**config.mk**
```make
export PLATFORM = sky130hd
export DESIGN_NAME = belt_speed_meter_core
export DESIGN_NICKNAME = d
export VERILOG_FILES = /design/src/rtl/core/bsm_pkg.sv /design/src/rtl/core/belt_speed_meter_core.sv /design/src/rtl/core/bsm_front.sv /design/src/rtl/core/bsm_queue.sv /design/src/rtl/core/bsm_back.sv
export SDC_FILE = /design/constraint.sdc
export NUM_CORES = 2
export LEC_CHECK = 0
export BUFFER_PORTS_ARGS = -buffer_cell sky130_fd_sc_hd__buf_2
export CORE_MARGIN = 8
export CORE_UTILIZATION = 60
export DETAILED_ROUTE_END_ITERATION = 8
export PLACE_DENSITY_LB_ADDON = 0.1
export SLEW_MARGIN = 20
export SYNTH_ARGS = -nofsm -noshare
export SYNTH_HDL_FRONTEND = slang
export SYNTH_HIERARCHICAL = 1
export SYNTH_SLANG_ARGS = --single-unit
```
**constraint.sdc**
```tcl
create_clock -name clk -period 9.44 [get_ports clk]
set_clock_uncertainty 0.15 [all_clocks]
set_input_delay 0.472 -clock clk [delete_from_list [all_inputs] [get_ports clk]]
set_output_delay 0.472 -clock clk [all_outputs]
set_load 0.05 [all_outputs]
```
**src/rtl/core/bsm_pkg.sv**
```systemverilog
// Package for the belt speed meter: item structs, config register indexes,
// queue sizing and divider widths. No dependencies.
package bsm_pkg;

  localparam int SAMPLE_BITS = 10;
  localparam int CFG_IDX_W   = 3;
  localparam int CFG_DATA_W  = 16;
  localparam int QDEPTH      = 4;
  localparam int QPTR_W      = $clog2(QDEPTH);
  localparam int SCALE_W     = 10;
  localparam int DVD_W       = 32 + SCALE_W;
  localparam int DCNT_W      = $clog2(DVD_W);

  localparam logic [SCALE_W-1:0] SCALE_K = SCALE_W'(1000);

  typedef enum logic [CFG_IDX_W-1:0] {
    REG_LASER_EN  = 3'd0,
    REG_THRESHOLD = 3'd1,
    REG_HYST      = 3'd2,
    REG_SEG_LEN   = 3'd3,
    REG_ROLLER    = 3'd4,
    REG_INTERVAL  = 3'd5
  } cfg_reg_t;

  localparam logic CMD_SAMPLE  = 1'b0;
  localparam logic CMD_RESTART = 1'b1;

  typedef struct packed {
    logic                   command;
    logic [SAMPLE_BITS-1:0] sample;
    logic [31:0]            time_ms;
  } in_item_t;

  typedef struct packed {
    logic        detecting;
    logic        report_valid;
    logic [31:0] speed_mm_s;
    logic [15:0] segments;
    logic [31:0] duration_ms;
  } out_item_t;

  typedef struct packed {
    logic        laser_enabled;
    logic [9:0]  detect_threshold;
    logic [9:0]  hysteresis;
    logic [15:0] seg_len;
    logic [15:0] roller_gap;
    logic [15:0] interval_ms;
  } cfg_t;

  // Work handed from the front to the back through the queue
  typedef struct packed {
    logic        detecting;
    logic        report;
    logic [15:0] segments;
    logic [31:0] duration;
    logic [31:0] length;
  } job_t;

endpackage

```
**src/rtl/core/belt_speed_meter_core.sv**
```systemverilog
// Top level of the belt speed meter: configuration registers, front end,
// job queue and divider back end. Uses bsm_pkg, bsm_front, bsm_queue, bsm_back.
//
// Each item (sensor sample or restart) yields exactly one result item. The
// front end takes one item per cycle while the four-entry job queue has room;
// the hysteresis classifier, segment counter and report timer update at
// acceptance. The back end sends an item without a report straight to the
// result load; a report passes distance clamp, x1000 multiply, 42 restoring
// divider steps and result load, so the serial divider sets the sustained rate.
// Config registers are written through cfg_*, always ready; indexes beyond
// the last register are ignored.
module belt_speed_meter_core import bsm_pkg::*; (
  input  logic                  clk,
  input  logic                  rst_n,
  input  logic                  in_valid,
  output logic                  in_ready,
  input  in_item_t              in_data,
  output logic                  out_valid,
  input  logic                  out_ready,
  output out_item_t             out_data,
  input  logic                  cfg_valid,
  output logic                  cfg_ready,
  input  logic [CFG_IDX_W-1:0]  cfg_index,
  input  logic [CFG_DATA_W-1:0] cfg_data
);

  cfg_t cfg_r;
  logic push;
  job_t push_data;
  logic q_full;
  logic q_empty;
  logic pop;
  job_t pop_data;

  assign cfg_ready = 1'b1;

  always_ff @(posedge clk) begin
    if (!rst_n) begin
      cfg_r.laser_enabled    <= 1'b0;
      cfg_r.detect_threshold <= 10'd512;
      cfg_r.hysteresis       <= 10'd50;
      cfg_r.seg_len          <= 16'd100;
      cfg_r.roller_gap       <= 16'd0;
      cfg_r.interval_ms      <= 16'd1000;
    end else if (cfg_valid) begin
      case (cfg_index)
        REG_LASER_EN:  cfg_r.laser_enabled    <= cfg_data[0];
        REG_THRESHOLD: cfg_r.detect_threshold <= cfg_data[9:0];
        REG_HYST:      cfg_r.hysteresis       <= cfg_data[9:0];
        REG_SEG_LEN:   cfg_r.seg_len          <= cfg_data;
        REG_ROLLER:    cfg_r.roller_gap       <= cfg_data;
        REG_INTERVAL:  cfg_r.interval_ms      <= cfg_data;
        default: begin
        end
      endcase
    end
  end

  bsm_front u_front (
    .clk       (clk),
    .rst_n     (rst_n),
    .cfg       (cfg_r),
    .in_valid  (in_valid),
    .in_ready  (in_ready),
    .in_data   (in_data),
    .push      (push),
    .push_data (push_data),
    .q_full    (q_full)
  );

  bsm_queue u_queue (
    .clk       (clk),
    .rst_n     (rst_n),
    .push      (push),
    .push_data (push_data),
    .full      (q_full),
    .pop       (pop),
    .pop_data  (pop_data),
    .empty     (q_empty)
  );

  bsm_back u_back (
    .clk       (clk),
    .rst_n     (rst_n),
    .cfg       (cfg_r),
    .q_empty   (q_empty),
    .pop_data  (pop_data),
    .pop       (pop),
    .out_valid (out_valid),
    .out_ready (out_ready),
    .out_data  (out_data)
  );

`ifndef SYNTHESIS
  // a non-report result carries no measurement
  a_no_report_zero: assert property (@(posedge clk) disable iff (!rst_n)
    (out_valid && !out_data.report_valid) |->
      (out_data.speed_mm_s == 32'd0 && out_data.segments == 16'd0 &&
       out_data.duration_ms == 32'd0))
    else $error("non-report result has nonzero fields");

  // a report never divides by zero and always counts the closing edge
  a_report_sane: assert property (@(posedge clk) disable iff (!rst_n)
    (out_valid && out_data.report_valid) |->
      (out_data.duration_ms != 32'd0 && out_data.segments != 16'd0 &&
       out_data.detecting))
    else $error("report with zero duration or segments");

  a_queue_no_overflow: assert property (@(posedge clk) disable iff (!rst_n)
    !(push && q_full))
    else $error("job queue overflow");

  a_queue_no_underflow: assert property (@(posedge clk) disable iff (!rst_n)
    !(pop && q_empty))
    else $error("job queue underflow");
`endif

endmodule

```
**src/rtl/core/bsm_front.sv**
```systemverilog
// Front end: accepts items, runs the hysteresis classifier, segment counter
// and report timing, and pushes one job per item. Uses bsm_pkg.
module bsm_front import bsm_pkg::*; (
  input  logic     clk,
  input  logic     rst_n,
  input  cfg_t     cfg,
  input  logic     in_valid,
  output logic     in_ready,
  input  in_item_t in_data,
  output logic     push,
  output job_t     push_data,
  input  logic     q_full
);

  logic        obj_r, obj_nxt;
  logic [15:0] seg_r, seg_nxt;
  logic [31:0] last_r, last_nxt;

  logic        f_valid_r;
  logic        f_det_r, f_det_nxt;
  logic        f_rep_r, f_rep_nxt;
  logic [15:0] f_segs_r, f_segs_nxt;
  logic [31:0] f_dur_r, f_dur_nxt;

  logic        accept;
  logic [10:0] clear_lvl;
  logic [10:0] smp;
  logic        obj_cls;
  logic [31:0] elapsed;
  logic [15:0] need;
  logic [15:0] seg_inc;

  assign in_ready  = !f_valid_r || !q_full;
  assign accept    = in_valid && in_ready;
  assign push      = f_valid_r && !q_full;

  assign clear_lvl = {1'b0, cfg.detect_threshold} + {1'b0, cfg.hysteresis};
  assign smp       = {1'b0, in_data.sample[9:0]};
  assign elapsed   = in_data.time_ms - last_r;
  assign need      = (cfg.interval_ms == 16'd0) ? 16'd1 : cfg.interval_ms;
  assign seg_inc   = (seg_r == 16'hFFFF) ? seg_r : seg_r + 16'd1;

  always_comb begin
    if (smp < {1'b0, cfg.detect_threshold}) begin
      obj_cls = 1'b1;
    end else if (smp > clear_lvl) begin
      obj_cls = 1'b0;
    end else begin
      obj_cls = obj_r;
    end
  end

  always_comb begin
    obj_nxt    = obj_r;
    seg_nxt    = seg_r;
    last_nxt   = last_r;
    f_rep_nxt  = 1'b0;
    f_segs_nxt = 16'd0;
    f_dur_nxt  = 32'd0;
    if (in_data.command == CMD_RESTART) begin
      seg_nxt  = 16'd0;
      last_nxt = in_data.time_ms;
    end else if (cfg.laser_enabled) begin
      obj_nxt = obj_cls;
      if (obj_cls && !obj_r) begin
        seg_nxt = seg_inc;
        if (elapsed >= {16'd0, need}) begin
          f_rep_nxt  = 1'b1;
          f_segs_nxt = seg_inc;
          f_dur_nxt  = elapsed;
          seg_nxt    = 16'd0;
          last_nxt   = in_data.time_ms;
        end
      end
    end
    f_det_nxt = obj_nxt;
  end

  always_ff @(posedge clk) begin
    if (!rst_n) begin
      obj_r     <= 1'b0;
      seg_r     <= 16'd0;
      last_r    <= 32'd0;
      f_valid_r <= 1'b0;
    end else begin
      if (accept) begin
        obj_r     <= obj_nxt;
        seg_r     <= seg_nxt;
        last_r    <= last_nxt;
        f_valid_r <= 1'b1;
      end else if (push) begin
        f_valid_r <= 1'b0;
      end
    end
  end

  always_ff @(posedge clk) begin
    if (accept) begin
      f_det_r  <= f_det_nxt;
      f_rep_r  <= f_rep_nxt;
      f_segs_r <= f_segs_nxt;
      f_dur_r  <= f_dur_nxt;
    end
  end

  always_comb begin
    push_data.detecting = f_det_r;
    push_data.report    = f_rep_r;
    push_data.segments  = f_segs_r;
    push_data.duration  = f_dur_r;
    push_data.length    = {16'd0, f_segs_r} * {16'd0, cfg.seg_len};
  end

endmodule

```
**src/rtl/core/bsm_queue.sv**
```systemverilog
// Short job queue between front and back, QDEPTH entries deep.
// Uses bsm_pkg for the job struct and sizing.
module bsm_queue import bsm_pkg::*; (
  input  logic clk,
  input  logic rst_n,
  input  logic push,
  input  job_t push_data,
  output logic full,
  input  logic pop,
  output job_t pop_data,
  output logic empty
);

  job_t              mem [QDEPTH];
  logic [QPTR_W-1:0] wr_ptr_r;
  logic [QPTR_W-1:0] rd_ptr_r;
  logic [QPTR_W:0]   cnt_r;

  assign full     = (cnt_r == (QPTR_W+1)'(QDEPTH));
  assign empty    = (cnt_r == '0);
  assign pop_data = mem[rd_ptr_r];

  always_ff @(posedge clk) begin
    if (!rst_n) begin
      wr_ptr_r <= '0;
      rd_ptr_r <= '0;
      cnt_r    <= '0;
    end else begin
      if (push) begin
        wr_ptr_r <= wr_ptr_r + 1'b1;
      end
      if (pop) begin
        rd_ptr_r <= rd_ptr_r + 1'b1;
      end
      if (push && !pop) begin
        cnt_r <= cnt_r + 1'b1;
      end else if (pop && !push) begin
        cnt_r <= cnt_r - 1'b1;
      end
    end
  end

  always_ff @(posedge clk) begin
    if (push) begin
      mem[wr_ptr_r] <= push_data;
    end
  end

endmodule

```
**src/rtl/core/bsm_back.sv**
```systemverilog
// Back end: pops jobs, computes (length - spacing) * 1000 / elapsed with a
// restoring divider one bit per cycle, and holds the result register. Uses bsm_pkg.
module bsm_back import bsm_pkg::*; (
  input  logic      clk,
  input  logic      rst_n,
  input  cfg_t      cfg,
  input  logic      q_empty,
  input  job_t      pop_data,
  output logic      pop,
  output logic      out_valid,
  input  logic      out_ready,
  output out_item_t out_data
);

  typedef enum logic [2:0] {
    S_IDLE,
    S_SUB,
    S_MUL,
    S_DIV,
    S_PUT
  } state_t;

  state_t            state_r;
  job_t              job_r;
  logic [31:0]       dist_r;
  logic [DVD_W-1:0]  dvd_r;
  logic [31:0]       rem_r;
  logic [DCNT_W-1:0] cnt_r;
  logic              out_valid_r;
  out_item_t         out_r;

  logic [DVD_W-1:0]  prod;
  logic [32:0]       rem_sh;
  logic [32:0]       rem_diff;
  logic              q_bit;
  logic [31:0]       speed_sat;
  logic              load_out;

  assign pop       = (state_r == S_IDLE) && !q_empty;
  assign prod      = {{(DVD_W-32){1'b0}}, dist_r} * {{(DVD_W-SCALE_W){1'b0}}, SCALE_K};
  assign rem_sh    = {rem_r, dvd_r[DVD_W-1]};
  assign rem_diff  = rem_sh - {1'b0, job_r.duration};
  assign q_bit     = !rem_diff[32];
  assign speed_sat = (|dvd_r[DVD_W-1:32]) ? 32'hFFFF_FFFF : dvd_r[31:0];
  assign load_out  = (state_r == S_PUT) && (!out_valid_r || out_ready);

  assign out_valid = out_valid_r;
  assign out_data  = out_r;

  always_ff @(posedge clk) begin
    if (!rst_n) begin
      state_r     <= S_IDLE;
      out_valid_r <= 1'b0;
    end else begin
      if (load_out) begin
        out_valid_r <= 1'b1;
      end else if (out_valid_r && out_ready) begin
        out_valid_r <= 1'b0;
      end
      case (state_r)
        S_IDLE: begin
          if (!q_empty) begin
            job_r   <= pop_data;
            state_r <= pop_data.report ? S_SUB : S_PUT;
          end
        end
        S_SUB: begin
          // distance below zero clamps to 0
          dist_r  <= (job_r.length > {16'd0, cfg.roller_gap}) ?
                     job_r.length - {16'd0, cfg.roller_gap} : 32'd0;
          state_r <= S_MUL;
        end
        S_MUL: begin
          dvd_r   <= prod;
          rem_r   <= 32'd0;
          cnt_r   <= '0;
          state_r <= S_DIV;
        end
        S_DIV: begin
          rem_r <= q_bit ? rem_diff[31:0] : rem_sh[31:0];
          dvd_r <= {dvd_r[DVD_W-2:0], q_bit};
          cnt_r <= cnt_r + 1'b1;
          if (cnt_r == DCNT_W'(DVD_W-1)) begin
            state_r <= S_PUT;
          end
        end
        S_PUT: begin
          if (load_out) begin
            out_r.detecting    <= job_r.detecting;
            out_r.report_valid <= job_r.report;
            out_r.speed_mm_s   <= job_r.report ? speed_sat : 32'd0;
            out_r.segments     <= job_r.segments;
            out_r.duration_ms  <= job_r.duration;
            state_r            <= S_IDLE;
          end
        end
        default: begin
          state_r <= S_IDLE;
        end
      endcase
    end
  end

endmodule

```
==> metrics.yaml <==
gp_congestion: 0.890
drc_errors: 0
num_vias: 31296
clk_pin_slew_worst_paths_ns: 0.06
hp-class: "in -> reg"
grt_pass1_vias: 31649
drive_gt1_share_pct: 9.70
area_growth_syn_to_layout_pct: 9.56
grt_usage_pct: 24.5
p_leak_uw: 0.0219
synth_area_um2: 49200
timing.max_cap.violations: 0
post_cts_buffers: 0
fmax_mhz: 133
dpl.hpwl_um: 82000
overflow: 0
worst_hold_slack_ns: 0.0318
synthTopCellsByArea: "edfxtp_1 (40%), fa_1 (13%), ha_1 (8.2%)"
synth_commonest_cells: "edfxtp_1 (654), inv_1 (532), nand2_1 (437)"
synth-seq-cells: 786
synth_most_common_cell: "edfxtp_1"
wire_per_inst_um: 20.5
synth_top_area_cell: "edfxtp_1"
async_reset_ff_share_pct: 0
cts_tree: "built"
synth.top_cell.area_share_pct: 39.9
wl_um: 112000
syn_area_per_cell_um2: 11.8
crit_family: "adder cells"
ys.flop_type: "edfxtp_1"
crit_type: "reg -> reg"
drtPass1Iterations: 5
io_pins: 152
critPathRequiredTime_ns: 9.63
outcome: "finished clean"
startpoint_type: "flop"
fin_nets: 5013
num_antenna_cells: 0
rsz0062_at_grt: "false"
die_area_um2: 91400
ys_types: 88
num_rows: 105
grt_max_degree: 93
coreArea_um2: 81600
arrival_ns: 7.70
tightest_slew_ns: 1.09
cts_buffer_depth: 3
hold_violations: 0
die_x_um: 302
cp_common_cell: "fa_1"
h-tree-depth: 3
seq_area_frac_synth_pct: 45.3
antenna_left: 0
cp_num_buf_inv: 3
numCtsBuffers: 81
port_buffers: 150
setup_viol: 0
crit_chain: "nand2_1, fa_1, inv_1, fa_1, fa_1, fa_1, fa_1, inv_1, fa_1, inv_1, ha_1, a21o_1, a21o_1, a21o_1, a21o_1, a221o_1, a221o_1, a41o_1, o31ai_1, nand3_1, o311ai_0"
die_y_um: 302
cpPeakStageDelay_ns: 0.92
grt_pass1_wl_um: 176000
synth-edff-count: 654
start_util_pct: 60.3
fin_crit_ns: 7.51
relSlewSlack_pct: 27.6
numClockSinks: 786
ir_drop_mv: 0.474
antenna_found_initial: 1
cp-end-kind: "flop"
cellPowerDensity_nw_per_um2: 337
yosys_warnings: 6
tns_ns: 0
viasPerCell: 5.75
cts_root_buf: "clkbuf_16"
syn_inst: 4158
crit_path_max_fanout: 20
syn_nets: 4863
clkLatencyLatePin_ns: 0.64
drt_iter0_drc: 2201
period_share_pct: 79.6
slew_viol_final: 0
cpMaxStageDelayCell: "edfxtp_1"
## power by group
group | internal [uW] | switching [uW] | total, uW
sequential | 4750 | 320 | 5070
clock | 1910 | 1370 | 3280
combinational | 3930 | 5850 | 9780
## area by class of cell
cell class | instances | area (um2)
clock buffers | 106 | 2190
clock inverters | 42 | 579
fillers | 6241 | 27700
inverters | 532 | 2000
multi-input cells | 2697 | 24200
flip-flops and latches | 786 | 22300
well taps | 1070 | 1340
repair buffers | 210 | 1320
## cells in the final DEF (no fill, tap or decap), drive strengths merged, types with 34 or more instances in the layout
master	synthesis	routed
xnor2	90	90
o21a	60	60
xor2	66	66
dfxtp	132	132
mux4	82	82
a21o	83	83
inv	532	535
nand3	77	77
a21oi	157	157
buf	52	171
edfxtp	654	654
ha	321	321
nor2b	55	55
nand2	437	437
fa	317	317
dlygate4sd3	0	39
nand4	36	36
clkbuf	91	106
nor2	164	164
o21ai	122	122
mux2i	105	105
and2	169	169
nor3	34	34
## registers in the layout, indices dropped and copies added (netlist names), 2 cells and up, named ones only
| register | cells |
|---|---|
| u_front/last_r | 32 |
| u_back/out_data | 82 |
| u_back/dist_r | 32 |
| u_queue/mem | 328 |
| u_front/f_dur_r | 32 |
| u_queue/cnt_r | 3 |
| cfg_r | 69 |
| u_queue/rd_ptr_r | 2 |
| u_front/seg_r | 16 |
| u_back/rem_r | 32 |
| u_back/job_r | 82 |
| u_back/cnt_r | 6 |
| u_queue/wr_ptr_r | 2 |
| u_back/dvd_r | 42 |
| u_front/f_segs_r | 16 |
| u_back/state_r | 3 |
## stage by stage
stage,cell area (um2),total power [uW],util (%),setup slack [ns],cells
floorplan,49200,12400,-,2.60,4158
global placement,50700,14800,62.1,2.11,5255
detailed placement,50700,14900,62.1,2.00,5255
CTS,53900,18300,66.0,1.97,5442
global route,53900,19500,66.0,1.58,5443
finish,53900,18100,66.0,1.93,5443
## timing repair
item,CTS,global route
gates resized for setup,0,0
hold buffers,39,0
hold endpoints to repair,39,0
## worst register-to-register path, delay by kind of cell, from the launching register on
family          cells  cell delay [ns]
simple gates        2             0.30
buf+inv             3             0.14
fa+ha+maj           7             3.33
compound gates      9             2.38
flops               1             0.92
## logic make-up after synthesis
group | Yosys count | share of synthesized area, %
and+or+nand+nor | 1098 | 10.9
DFF | 786 | 45.3
buffers and inverters | 675 | 5.66
adders and majority gates | 638 | 21.1
AOI/OAI and AO/OA | 608 | 8.13
muxes | 196 | 6.11
xor gates and xnor gates | 156 | 2.78
other | 1 | 0.00763
## worst paths after layout
kind / startpoint / endpoint / slack [ns] / cells after the start
max: u_front/f_segs_r[6] / u_queue/mem[1][30] / 1.93 / 21
min: cfg_data[5] / cfg_r[5] / 0.03 / 3
max reg2reg: u_front/f_segs_r[6] / u_queue/mem[1][30] / 1.93 / 21
min reg2reg: u_back/job_r[64] / u_back/out_data[32] / 0.27 / 0
## per-layer routing
layer | share of wire, % | vias to the layer above | track usage (%)
met5 | 0 | - | 0
met4 | 2.4 | 0 | 6.20
met3 | 6.1 | 156 | 3.86
met2 | 47 | 918 | 40.4
met1 | 44 | 15499 | 34.2
li1 | - | 14723 | -
Power figures use the tool's default switching activity.
